--- src/design/isotp_rx_pkg.sv ---
// Shared types, codes and limits for the ISO-TP receive reassembler.
// No dependencies; used by isotp_rx_decode and isotp_reassembler_rx.
package isotp_rx_pkg;

    // Message length limit and length field width
    localparam int LEN_W = 9;
    localparam logic [11:0] MAX_LEN = 12'd256;

    // Input item modes
    localparam logic [1:0] MODE_ARM   = 2'd0;
    localparam logic [1:0] MODE_FRAME = 2'd1;
    localparam logic [1:0] MODE_TICK  = 2'd2;

    // Receiver phase
    localparam logic [1:0] PH_IDLE    = 2'd0;
    localparam logic [1:0] PH_WAIT    = 2'd1;
    localparam logic [1:0] PH_COLLECT = 2'd2;

    // Result kinds
    localparam logic [1:0] KIND_BYTE    = 2'd0;
    localparam logic [1:0] KIND_FC      = 2'd1;
    localparam logic [1:0] KIND_DONE    = 2'd2;
    localparam logic [1:0] KIND_TIMEOUT = 2'd3;

    // Closing result of a job
    localparam logic [1:0] FIN_NONE    = 2'd0;
    localparam logic [1:0] FIN_DONE    = 2'd1;
    localparam logic [1:0] FIN_TIMEOUT = 2'd2;

    // PCI frame types (high nibble of byte 0)
    localparam logic [3:0] FT_SINGLE = 4'h0;
    localparam logic [3:0] FT_FIRST  = 4'h1;
    localparam logic [3:0] FT_CONSEC = 4'h2;

    // UDS response bytes
    localparam logic [7:0] RSP_NEG     = 8'h7F;
    localparam logic [7:0] RSP_POS_MIN = 8'h40;

    // Configuration register indexes
    localparam logic REG_RESPONSE_ID   = 1'b0;
    localparam logic REG_FRAME_TIMEOUT = 1'b1;

    typedef struct packed {
        logic [1:0]       phase;
        logic [15:0]      elapsed;
        logic [15:0]      budget;
        logic [LEN_W-1:0] exp_len;
        logic [LEN_W-1:0] rcv_len;
        logic [7:0]       first;
        logic [7:0]       third;
    } t_state;

    // Everything one accepted item still has to emit
    typedef struct packed {
        logic [6:0][7:0]  data;
        logic [2:0]       nbytes;
        logic [7:0]       idx;
        logic             fc;
        logic [1:0]       fin;
        logic [LEN_W-1:0] len;
        logic             pos;
        logic [7:0]       nrc;
    } t_job;

endpackage

--- src/design/isotp_rx_decode.sv ---
// Item decode: next receiver state and the job of results for one item.
// Depends on isotp_rx_pkg.
module isotp_rx_decode (
    input  logic [1:0]              i_mode,
    input  logic [15:0]             i_wait_budget,
    input  logic [10:0]             i_can_id,
    input  logic [7:0][7:0]         i_frame,
    input  logic [10:0]             i_response_id,
    input  logic [15:0]             i_frame_timeout,
    input  isotp_rx_pkg::t_state    i_state,
    output isotp_rx_pkg::t_state    o_state,
    output isotp_rx_pkg::t_job      o_job,
    output logic                    o_has_result
);

    always_comb begin
        isotp_rx_pkg::t_state               st;
        isotp_rx_pkg::t_job                 job;
        logic [3:0]                         ftype;
        logic [3:0]                         nib;
        logic [11:0]                        total12;
        logic [isotp_rx_pkg::LEN_W-1:0]     total;
        logic [isotp_rx_pkg::LEN_W-1:0]     rem;
        logic [isotp_rx_pkg::LEN_W-1:0]     base;
        logic [15:0]                        el_inc;
        logic                               id_hit;

        st      = i_state;
        job     = '0;
        ftype   = i_frame[0][7:4];
        nib     = i_frame[0][3:0];
        total12 = {nib, i_frame[1]};
        total   = (total12 > isotp_rx_pkg::MAX_LEN) ?
                  isotp_rx_pkg::MAX_LEN[isotp_rx_pkg::LEN_W-1:0] :
                  total12[isotp_rx_pkg::LEN_W-1:0];
        rem     = i_state.exp_len - i_state.rcv_len;
        base    = i_state.rcv_len;
        el_inc  = (i_state.elapsed != 16'hFFFF) ? i_state.elapsed + 16'd1 : i_state.elapsed;
        id_hit  = (i_can_id == i_response_id);

        unique case (i_mode)
            isotp_rx_pkg::MODE_ARM: begin
                st.budget  = i_wait_budget;
                st.elapsed = '0;
                st.exp_len = '0;
                st.rcv_len = '0;
                st.first   = '0;
                st.third   = '0;
                if (i_wait_budget == 16'd0) begin
                    st.phase = isotp_rx_pkg::PH_IDLE;
                    job.fin  = isotp_rx_pkg::FIN_TIMEOUT;
                end else begin
                    st.phase = isotp_rx_pkg::PH_WAIT;
                end
            end
            isotp_rx_pkg::MODE_TICK: begin
                if (i_state.phase == isotp_rx_pkg::PH_WAIT ||
                    i_state.phase == isotp_rx_pkg::PH_COLLECT) begin
                    st.elapsed = el_inc;
                    if (i_state.phase == isotp_rx_pkg::PH_WAIT && el_inc >= i_state.budget) begin
                        st.phase = isotp_rx_pkg::PH_IDLE;
                        job.fin  = isotp_rx_pkg::FIN_TIMEOUT;
                    end else if (i_state.phase == isotp_rx_pkg::PH_COLLECT &&
                                 el_inc >= i_frame_timeout) begin
                        st.phase = isotp_rx_pkg::PH_IDLE;
                        job.fin  = isotp_rx_pkg::FIN_DONE;
                    end
                end
            end
            isotp_rx_pkg::MODE_FRAME: begin
                if (id_hit && i_state.phase == isotp_rx_pkg::PH_WAIT) begin
                    if (ftype == isotp_rx_pkg::FT_SINGLE) begin
                        // length nibble clamped to one frame's worth
                        job.nbytes = nib[3] ? 3'd7 : nib[2:0];
                        job.data   = i_frame[7:1];
                        base       = '0;
                        st.rcv_len = {{(isotp_rx_pkg::LEN_W-3){1'b0}}, job.nbytes};
                        st.phase   = isotp_rx_pkg::PH_IDLE;
                        job.fin    = isotp_rx_pkg::FIN_DONE;
                    end else if (ftype == isotp_rx_pkg::FT_FIRST) begin
                        job.nbytes = (total < 9'd6) ? total[2:0] : 3'd6;
                        job.data   = {8'h00, i_frame[7:2]};
                        job.fc     = 1'b1;
                        base       = '0;
                        st.exp_len = total;
                        st.rcv_len = {{(isotp_rx_pkg::LEN_W-3){1'b0}}, job.nbytes};
                        st.elapsed = '0;
                        if (st.rcv_len >= total || i_frame_timeout == 16'd0) begin
                            st.phase = isotp_rx_pkg::PH_IDLE;
                            job.fin  = isotp_rx_pkg::FIN_DONE;
                        end else begin
                            st.phase = isotp_rx_pkg::PH_COLLECT;
                        end
                    end
                end else if (id_hit && i_state.phase == isotp_rx_pkg::PH_COLLECT &&
                             ftype == isotp_rx_pkg::FT_CONSEC) begin
                    job.nbytes = (rem < 9'd7) ? rem[2:0] : 3'd7;
                    job.data   = i_frame[7:1];
                    st.rcv_len = i_state.rcv_len +
                                 {{(isotp_rx_pkg::LEN_W-3){1'b0}}, job.nbytes};
                    if (st.rcv_len >= i_state.exp_len) begin
                        st.phase = isotp_rx_pkg::PH_IDLE;
                        job.fin  = isotp_rx_pkg::FIN_DONE;
                    end
                end
            end
            default: begin
                // unused mode: no effect
            end
        endcase

        // capture the first and third message bytes as they pass
        for (int k = 0; k < 7; k++) begin
            if (3'(k) < job.nbytes) begin
                if (base + isotp_rx_pkg::LEN_W'(k) == '0) st.first = job.data[k];
                if (base + isotp_rx_pkg::LEN_W'(k) == isotp_rx_pkg::LEN_W'(2))
                    st.third = job.data[k];
            end
        end

        job.idx = base[7:0];
        job.len = st.rcv_len;
        job.pos = (st.rcv_len != '0) && (st.first >= isotp_rx_pkg::RSP_POS_MIN) &&
                  (st.first < isotp_rx_pkg::RSP_NEG);
        job.nrc = (st.rcv_len >= isotp_rx_pkg::LEN_W'(3) && st.first == isotp_rx_pkg::RSP_NEG) ?
                  st.third : 8'h00;

        o_state      = st;
        o_job        = job;
        o_has_result = (job.nbytes != 3'd0) || job.fc || (job.fin != isotp_rx_pkg::FIN_NONE);
    end

endmodule

--- src/design/isotp_reassembler_rx.sv ---
// ISO-TP receive reassembler, top level: state, job register, result register.
// Depends on isotp_rx_pkg and isotp_rx_decode.
// The first result of an item passes through the job register, then the result register.
// Throughput: an item producing k results (0..8) holds the input channel until its last
// result is out; the emitter sets the rate, one result per cycle unless i_ready stalls,
// from the single result register; items with at most one result go back to back.
// Reset (i_rst_n low, synchronous): idle, counters/valids cleared, config to defaults.
module isotp_reassembler_rx (
    input  logic        i_clk,
    input  logic        i_rst_n,
    // configuration write port
    input  logic        i_cfg_we,
    input  logic        i_cfg_idx,
    input  logic [15:0] i_cfg_data,
    // input channel
    input  logic        i_valid,
    output logic        o_ready,
    input  logic [1:0]  i_mode,
    input  logic [15:0] i_wait_budget,
    input  logic [10:0] i_can_id,
    input  logic [7:0]  i_byte0,
    input  logic [7:0]  i_byte1,
    input  logic [7:0]  i_byte2,
    input  logic [7:0]  i_byte3,
    input  logic [7:0]  i_byte4,
    input  logic [7:0]  i_byte5,
    input  logic [7:0]  i_byte6,
    input  logic [7:0]  i_byte7,
    // result channel
    output logic        o_valid,
    input  logic        i_ready,
    output logic [1:0]  o_kind,
    output logic [7:0]  o_payload_byte,
    output logic [7:0]  o_byte_index,
    output logic [8:0]  o_message_length,
    output logic        o_positive,
    output logic [7:0]  o_neg_code,
    output logic        o_last
);

    // Configuration registers
    logic [10:0] r_resp_id;
    logic [15:0] r_ftimeout;

    // Receiver state, updated on every input transfer
    isotp_rx_pkg::t_state r_state;
    isotp_rx_pkg::t_state n_state;

    // Job register: results still owed for the item last taken in
    logic               r_job_valid;
    isotp_rx_pkg::t_job r_job;
    isotp_rx_pkg::t_job n_job;
    isotp_rx_pkg::t_job dec_job;
    logic               dec_has_result;

    // Result register
    logic        r_out_valid;
    logic [1:0]  r_kind;
    logic [7:0]  r_pbyte;
    logic [7:0]  r_idx;
    logic [8:0]  r_len;
    logic        r_pos;
    logic [7:0]  r_nrc;
    logic        r_last;

    // Emitter signals
    logic        out_free;
    logic        job_step;
    logic        in_xfer;
    logic [1:0]  e_kind;
    logic        e_last;

    isotp_rx_decode u_decode (
        .i_mode          (i_mode),
        .i_wait_budget   (i_wait_budget),
        .i_can_id        (i_can_id),
        .i_frame         ({i_byte7, i_byte6, i_byte5, i_byte4,
                           i_byte3, i_byte2, i_byte1, i_byte0}),
        .i_response_id   (r_resp_id),
        .i_frame_timeout (r_ftimeout),
        .i_state         (r_state),
        .o_state         (n_state),
        .o_job           (dec_job),
        .o_has_result    (dec_has_result)
    );

    // Emitter: payload bytes first, then flow control, then the closing result
    always_comb begin
        n_job = r_job;
        if (r_job.nbytes != 3'd0) begin
            e_kind       = isotp_rx_pkg::KIND_BYTE;
            e_last       = (r_job.nbytes == 3'd1) && !r_job.fc &&
                           (r_job.fin == isotp_rx_pkg::FIN_NONE);
            n_job.data   = {8'h00, r_job.data[6:1]};
            n_job.nbytes = r_job.nbytes - 3'd1;
            n_job.idx    = r_job.idx + 8'd1;
        end else if (r_job.fc) begin
            e_kind   = isotp_rx_pkg::KIND_FC;
            e_last   = (r_job.fin == isotp_rx_pkg::FIN_NONE);
            n_job.fc = 1'b0;
        end else begin
            e_kind = (r_job.fin == isotp_rx_pkg::FIN_TIMEOUT) ?
                     isotp_rx_pkg::KIND_TIMEOUT : isotp_rx_pkg::KIND_DONE;
            e_last = 1'b1;
        end
    end

    assign out_free = !r_out_valid || i_ready;
    assign job_step = r_job_valid && out_free;
    // take a new item once the job in hand hands over its final result
    assign o_ready  = !r_job_valid || (job_step && e_last);
    assign in_xfer  = i_valid && o_ready;

    // Configuration
    always_ff @(posedge i_clk) begin
        if (!i_rst_n) begin
            r_resp_id  <= 11'd1577;
            r_ftimeout <= 16'd2000;
        end else if (i_cfg_we) begin
            unique case (i_cfg_idx)
                isotp_rx_pkg::REG_RESPONSE_ID:   r_resp_id  <= i_cfg_data[10:0];
                isotp_rx_pkg::REG_FRAME_TIMEOUT: r_ftimeout <= i_cfg_data;
                default:                         r_ftimeout <= r_ftimeout;
            endcase
        end
    end

    // Receiver state; all-zero is the idle phase with counters cleared
    always_ff @(posedge i_clk) begin
        if (!i_rst_n) begin
            r_state <= '0;
        end else if (in_xfer) begin
            r_state <= n_state;
        end
    end

    // Job register
    always_ff @(posedge i_clk) begin
        if (!i_rst_n) begin
            r_job_valid <= 1'b0;
        end else if (in_xfer) begin
            r_job_valid <= dec_has_result;
        end else if (job_step && e_last) begin
            r_job_valid <= 1'b0;
        end
    end

    always_ff @(posedge i_clk) begin
        if (in_xfer) begin
            r_job <= dec_job;
        end else if (job_step) begin
            r_job <= n_job;
        end
    end

    // Result register
    always_ff @(posedge i_clk) begin
        if (!i_rst_n) begin
            r_out_valid <= 1'b0;
        end else if (job_step) begin
            r_out_valid <= 1'b1;
        end else if (i_ready) begin
            r_out_valid <= 1'b0;
        end
    end

    always_ff @(posedge i_clk) begin
        if (job_step) begin
            r_kind  <= e_kind;
            r_last  <= e_last;
            r_pbyte <= (e_kind == isotp_rx_pkg::KIND_BYTE) ? r_job.data[0] : 8'h00;
            r_idx   <= (e_kind == isotp_rx_pkg::KIND_BYTE) ? r_job.idx : 8'h00;
            r_len   <= (e_kind == isotp_rx_pkg::KIND_DONE) ? r_job.len[8:0] : 9'd0;
            r_pos   <= (e_kind == isotp_rx_pkg::KIND_DONE) && r_job.pos;
            r_nrc   <= (e_kind == isotp_rx_pkg::KIND_DONE) ? r_job.nrc : 8'h00;
        end
    end

    assign o_valid          = r_out_valid;
    assign o_kind           = r_kind;
    assign o_payload_byte   = r_pbyte;
    assign o_byte_index     = r_idx;
    assign o_message_length = r_len;
    assign o_positive       = r_pos;
    assign o_neg_code       = r_nrc;
    assign o_last           = r_last;

    // A held job always owes at least one result
    a_job_nonempty: assert property (@(posedge i_clk) disable iff (!i_rst_n)
        r_job_valid |-> (r_job.nbytes != 3'd0 || r_job.fc ||
                         r_job.fin != isotp_rx_pkg::FIN_NONE))
        else $error("job register holds no result");

    // Collecting only while the message is still short
    a_collect_short: assert property (@(posedge i_clk) disable iff (!i_rst_n)
        (r_state.phase == isotp_rx_pkg::PH_COLLECT) |-> (r_state.rcv_len < r_state.exp_len))
        else $error("collecting with message already full");

    // Completion and timeout always close the transfer sequence of an item
    a_close_last: assert property (@(posedge i_clk) disable iff (!i_rst_n)
        (r_out_valid && (r_kind == isotp_rx_pkg::KIND_DONE ||
                         r_kind == isotp_rx_pkg::KIND_TIMEOUT)) |-> r_last)
        else $error("closing result not marked last");

    // No new item while the current job still owes more than its final result
    a_hold_input: assert property (@(posedge i_clk) disable iff (!i_rst_n)
        (r_job_valid && !(out_free && e_last)) |-> !o_ready)
        else $error("input taken with results outstanding");

endmodule
--- config.mk ---
export PLATFORM = sky130hd
export DESIGN_NAME = isotp_reassembler_rx
export DESIGN_NICKNAME = d
export VERILOG_FILES = /design/src/design/isotp_rx_pkg.sv /design/src/design/isotp_rx_decode.sv /design/src/design/isotp_reassembler_rx.sv
export SDC_FILE = /design/constraint.sdc
export NUM_CORES = 1
export LEC_CHECK = 0
export ABC_CLOCK_PERIOD_IN_PS = 8300
export BUFFER_PORTS_ARGS = -buffer_cell sky130_fd_sc_hd__buf_4
export CAP_MARGIN = 20
export CORE_ASPECT_RATIO = 2
export CORE_UTILIZATION = 30
export DETAILED_ROUTE_END_ITERATION = 10
export RECOVER_POWER = 50
export SLEW_MARGIN = 20
export SYNTH_ARGS = -nofsm -noshare
export SYNTH_HDL_FRONTEND = slang
export SYNTH_HIERARCHICAL = 1
export SYNTH_SLANG_ARGS = --single-unit
--- constraint.sdc ---
create_clock -name i_clk -period 8.3 [get_ports i_clk]
set_input_delay 1.66 -clock i_clk [delete_from_list [all_inputs] [get_ports i_clk]]
set_output_delay 1.66 -clock i_clk [all_outputs]
set_load 0.01 [all_outputs]
==> results of run 1 <==
-- synthesized netlist by cell type, drive strengths merged (12+ instances only) --
master and count:
a21boi 17, nor2 121, o22ai 14, ha 62
a31oi 20, mux2i 71, a22oi 39, nand2b 18
edfxtp 125, nor2b 20, o21ai 70, xor2 12
and3 18, a21o 31, nand4 22, o221ai 14
and2 90, nor3 42, inv 94, dfxtp 97
xnor2 31, clkbuf 71, a21oi 60, nand3 47
mux2 63, buf 42, nand2 312, a22o 42
nor4 21
-- worst max-delay path: cells and delay by family --
family | cells | cell delay, ps
multiplexers | 1 | 430
buffers and inverters | 2 | 2950
AND/OR/NAND/NOR | 2 | 1850
AO/OA/AOI/OAI | 1 | 270
-- cells in the final DEF, fill, tap and decap left out, types with 29 or more instances in the layout --
| cell type | netlist | routed |
|---|---|---|
| nand2_1 | 310 | 310 |
| buf_4 | 18 | 132 |
| edfxtp_1 | 125 | 125 |
| nor2_1 | 120 | 119 |
| dfxtp_1 | 97 | 97 |
| inv_1 | 93 | 94 |
| mux2i_1 | 71 | 71 |
| and2_1 | 90 | 70 |
| o21ai_0 | 69 | 68 |
| ha_1 | 62 | 62 |
| a21oi_1 | 59 | 58 |
| clkbuf_1 | 71 | 49 |
| nand3_1 | 47 | 47 |
| a22o_1 | 42 | 42 |
| nor3_1 | 39 | 39 |
| a22oi_1 | 39 | 39 |
| xnor2_1 | 31 | 31 |
| mux2_4 | 30 | 30 |
| a21o_1 | 30 | 29 |
-- path summary, 6_finish.rpt --
check | start | to | slack (ps) | cells after the start
min | r_state[1] | r_state[1] | 460 | 2
min reg2reg | r_state[1] | r_state[1] | 460 | 2
max reg2reg | r_state[20] | r_job_valid | 1470 | 26
max | i_ready | r_job[49] | 1260 | 6
-- power by group --
group | switching [mW] | total [mW] | internal [mW]
clock | 0.480 | 1.08 | 0.602
sequential | 0.0324 | 1.29 | 1.26
combinational | 0.207 | 0.381 | 0.174
-- kinds of logic after synthesis --
group                      share of synthesized area
AOI/OAI and AO/OA                             0.1884
xor gates and xnor gates                     0.02351
adders and majority gates                    0.05092
buffers and inverters                        0.05654
DFF                                           0.3555
muxes                                        0.09567
and+or+nand+nor                               0.2295
-- registers in the layout, indices dropped and copies added (netlist names) --
name              cells
o_positive            1
o_payload_byte        8
o_byte_index          8
o_neg_code            8
r_job_valid           1
o_last                1
r_ftimeout           16
r_state              68
n_job                20
o_message_length      9
r_resp_id            11
o_kind                2
r_job                68
o_valid               1
-- layout make-up --
cell class | count | area, um2
Fill cell | 5649 | 34450
Multi-Input combinational cell | 1403 | 9430
Sequential cell | 222 | 5695
Timing Repair Buffer | 178 | 1170
Tap cell | 665 | 832.0
Clock buffer | 37 | 718.2
Inverter | 96 | 360.3
Clock inverter | 7 | 51.30
-- per-layer routing --
| layer | track usage | share of wire |
|---|---|---|
| met1 | 0.2021 | 0.33 |
| met4 | 0.1824 | 0.094 |
| met5 | 0 | 0.00020 |
| met3 | 0.04463 | 0.061 |
| met2 | 0.4036 | 0.52 |
==> impl_metrics.env, run 1 <==
export IMPL_outcome="finished with violations"
export IMPL_violations="design-rule violations, max-capacitance violations, max-slew violations"
export IMPL_viasPerCell=5.533
export IMPL_slew_headroom=-1.835
export IMPL_antenna_found_initial=1
export IMPL_dieArea_um2=54390
export IMPL_syn_cell_area_um2=16020
export IMPL_grt_pass1_vias=14610
export IMPL_min_period_ps=7035
export IMPL_cp_end_kind="register"
export IMPL_diodes=0
export IMPL_synth_largest_area_cell="edfxtp_1"
export IMPL_grt_max_degree=125
export IMPL_grt_pass1_wl_um=88130
export IMPL_gp_congestion=0.9836
export IMPL_ant_nets=0
export IMPL_fp_dieW_um=165.4
export IMPL_maxCapViolations=6
export IMPL_post_cts_setup_buffer_count=0
export IMPL_ys_async_sr_fraction=0
export IMPL_synth_nets=2013
export IMPL_port_buffers=153
export IMPL_final_max_slew_violation_count=453
export IMPL_ir_worst_vdd_uv=164.0
export IMPL_drc=18
export IMPL_dp_hpwl_um=47120
export IMPL_place_area_um2=17690
export IMPL_drt_wirelength_per_cell_um=22.90
export IMPL_design_area_um2=18260
export IMPL_setup_worst_path_start_class="primary input"
export IMPL_setup_viol=0
export IMPL_worstPathMaxFanout=124
export IMPL_place_inst=2564
export IMPL_netlist_top_cells_area="edfxtp_1, dfxtp_1, nand2_1, ha_1, mux2i_1"
export IMPL_clock_skew_ps=27.37
export IMPL_drtIter0Drc=825
export IMPL_syn_area_per_cell_um2=8.735
export IMPL_syn_to_final_growth_pct=13.96
export IMPL_synth_edf_count=125
export IMPL_drive_above_1_share=0.1343
export IMPL_overflow=0
export IMPL_cts_tree="yes"
export IMPL_clock_sinks=222
export IMPL_numCtsBuffers=24
export IMPL_vias=14430
export IMPL_synthFlopType="edfxtp_1"
export IMPL_nets=2104
export IMPL_synthDominantCellAreaShare=0.2343
export IMPL_fin_setup_tns_ps=0
export IMPL_track_usage=0.2193
export IMPL_start_util=0.3039
export IMPL_critical_path_max_stage_delay_ps=2840
export IMPL_cts_resized=0
export IMPL_rsz0062_at_grt="false"
export IMPL_ys_types=100
export IMPL_p_leak_nw=7.322
export IMPL_postCtsHoldBufs=0
export IMPL_pre_cts_slack_ps=1020
export IMPL_postSynthCellCount=1834
export IMPL_rows=119
export IMPL_timing_fmax_mhz=142.1
export IMPL_cp_arrival_ps=7320
export IMPL_hold_viol=0
export IMPL_ys_ff_latch=222
export IMPL_synth_seq_area_share=0.3555
export IMPL_fin_cells=2608
export IMPL_path_class="in2reg"
export IMPL_cts_reportedPaths_clkPinSlew_ps=70
export IMPL_clk_latency_ps=550
export IMPL_fin_util=0.3464
export IMPL_cts_max_level=1
export IMPL_power_mw=2.752
export IMPL_power_density_nw_per_um2=150.8
export IMPL_chipHeight_um=328.8
export IMPL_cts_buffer_depth=3
export IMPL_tightest_slew_ps=4253
export IMPL_worst_path_max_delay_cell="clkbuf_2"
export IMPL_core_area_um2=52710
export IMPL_pin_count=154
export IMPL_wirelength_um=59710
export IMPL_hp_class="reg2reg"
export IMPL_fin_crit_sh=0.8476
export IMPL_dr_pass1_iters=8
export IMPL_crit_chain="clkbuf_4 > nand2b_1 > a41oi_1 > nand2_1 > clkbuf_2 > mux2_1"
export IMPL_root_buffer="clkbuf_16"
export IMPL_yosysWarnings=6
export IMPL_setup_slack_ps=1265
export IMPL_whs_ps=458.0
export IMPL_required_ps=8580
Note: power is estimated with default switching activity, not from simulation.
==> run 2: changes to the inputs <==
ABC_CLOCK_PERIOD_IN_PS = 7330   (was 8300)
clock period = 7.33 ns   (was 8.3 ns; I/O delays follow)
==> impl_metrics.env, run 2 (synthesized netlist as in run 1, its figures left out) <==
export IMPL_cts_buffer_depth=3
export IMPL_clock_sinks=222
export IMPL_overflow=0
export IMPL_fin_crit_sh=0.8699
export IMPL_antenna_found_initial=3
export IMPL_hp_start="r_state[7]"
export IMPL_cts_reportedPaths_clkPinSlew_ps=70
export IMPL_ir_worst_vdd_uv=170.7
export IMPL_setup_viol=0
export IMPL_ant_nets=0
export IMPL_cts_max_level=1
export IMPL_track_usage=0.2202
export IMPL_chipHeight_um=328.8
export IMPL_setup_worst_path_start_class="primary input"
export IMPL_post_cts_setup_buffer_count=0
export IMPL_diodes=0
export IMPL_path_class="in2reg"
export IMPL_layout_common_cells="nand2_1, buf_4, edfxtp_1"
export IMPL_nFillCells=5634
export IMPL_maxCapViolations=4
export IMPL_drtIter0Drc=855
export IMPL_fin_setup_tns_ps=0
export IMPL_dr_pass1_iters=8
export IMPL_cts_resized=0
export IMPL_rows=119
export IMPL_clock_skew_ps=17.99
export IMPL_pre_cts_slack_ps=538.6
export IMPL_hold_viol=0
export IMPL_core_area_um2=52710
export IMPL_grt_pass1_wl_um=88260
export IMPL_violations="design-rule violations, max-capacitance violations, max-slew violations"
export IMPL_cp_end_kind="register"
export IMPL_fp_dieW_um=165.4
export IMPL_required_ps=7740
export IMPL_drt_wirelength_per_cell_um=22.85
export IMPL_port_buffers=153
export IMPL_syn_to_final_growth_pct=15.40
export IMPL_drive_above_1_share=0.1452
export IMPL_root_buffer="clkbuf_16"
export IMPL_grt_max_degree=125
export IMPL_grt_pass1_vias=14430
export IMPL_worstPathMaxFanout=9
export IMPL_drc=18
export IMPL_clk_latency_ps=550
export IMPL_numCtsBuffers=24
export IMPL_power_density_nw_per_um2=173.4
export IMPL_hp_class="reg2reg"
export IMPL_timing_fmax_mhz=156.8
export IMPL_slew_headroom=-1.937
export IMPL_p_leak_nw=7.443
export IMPL_gp_congestion=0.9891
export IMPL_cts_tree="yes"
export IMPL_cp_arrival_ps=6780
export IMPL_final_max_slew_violation_count=319
export IMPL_postCtsHoldBufs=0
export IMPL_outcome="finished with violations"
export IMPL_layout_commonest_cell="nand2_1"
export IMPL_viasPerCell=5.492
export IMPL_rsz0062_at_grt="false"
export IMPL_pin_count=154
export IMPL_min_period_ps=6377
export IMPL_setup_slack_ps=953.3
export IMPL_crit_start="i_byte0[5]"
export IMPL_dp_hpwl_um=47670
export IMPL_wirelength_um=60040
export IMPL_vias=14430
export IMPL_start_util=0.3039
export IMPL_nets=2124
export IMPL_reg2reg_from="r_state[25]"
export IMPL_tightest_slew_ps=4405
export IMPL_dieArea_um2=54390
-- run 2: cell count changes in the layout (fill, tap and decap cells not counted), sizes merged --
cell,before,now
buf,133,154
bufinv,0,4
clkbuf,82,71
clkinv,5,10
clkinvlp,0,3
inv,98,96
-- run 2: critical path, cell delays in order --
cell and delay, ps:
buf_4 120, or3_1 600, nor3_1 370, nand4_1 160
nand2_1 150, inv_1 110, ha_1 320, nand2_1 160
nor3_1 80, a2111o_1 380, a221o_1 410, a2111oi_1 300
a22oi_1 280, a21oi_1 200, nor3_1 70, nor3_1 520
o22ai_1 200, nor4_2 280, o211ai_4 200, and4b_1 290
and2_1 120
-- run 2: layer usage --
layer	vias up	track usage	share of wire
met3	202	0.03947	0.059
met5	-	0	0.00078
li1	6833	-	-
met1	6845	0.2054	0.33
met2	546	0.4137	0.53
met4	6	0.1672	0.086
-- run 2: power breakdown --
part	switching [mW]	internal, mW
registers	0.0374	1.42
clock network	0.553	0.776
logic	0.234	0.187
total	0.824	2.38
-- run 2: metrics by stage --
| step | util | std cells | area [um2] | power, mW | hold slack, ps |
|---|---|---|---|---|---|
| after detailed placement | 0.3385 | 2584 | 17840 | 1.904 | 447.9 |
| after global placement | 0.3385 | 2584 | 17840 | 1.894 | 437.7 |
| after CTS | 0.3545 | 2628 | 18690 | 3.246 | 459.0 |
| after floorplan | - | 1834 | 16020 | 1.751 | 430.1 |
| final | 0.3508 | 2628 | 18490 | 3.206 | 457.7 |
| after global routing | 0.3508 | 2628 | 18490 | 3.326 | 468.4 |
-- run 2: path summary, 6_finish.rpt --
kind / end / cells past startpoint / slack, ps
worst min-delay path: r_state[7] / 2 / 460
worst min register to register: r_state[7] / 2 / 460
worst max-delay path: n_job[4] / 21 / 950
worst max register to register: r_job_valid / 27 / 1040
-- run 2: layout make-up --
cell class	count	area (um2)	share of cell area
Sequential cell	222	5695	0.3081
Tap cell	665	832.0	0.04501
Inverter	96	360.3	0.01949
Clock buffer	27	643.1	0.03479
Multi-Input combinational cell	1403	9425	0.5098
Clock inverter	17	201.4	0.01090
Timing Repair Buffer	198	1330	0.07194
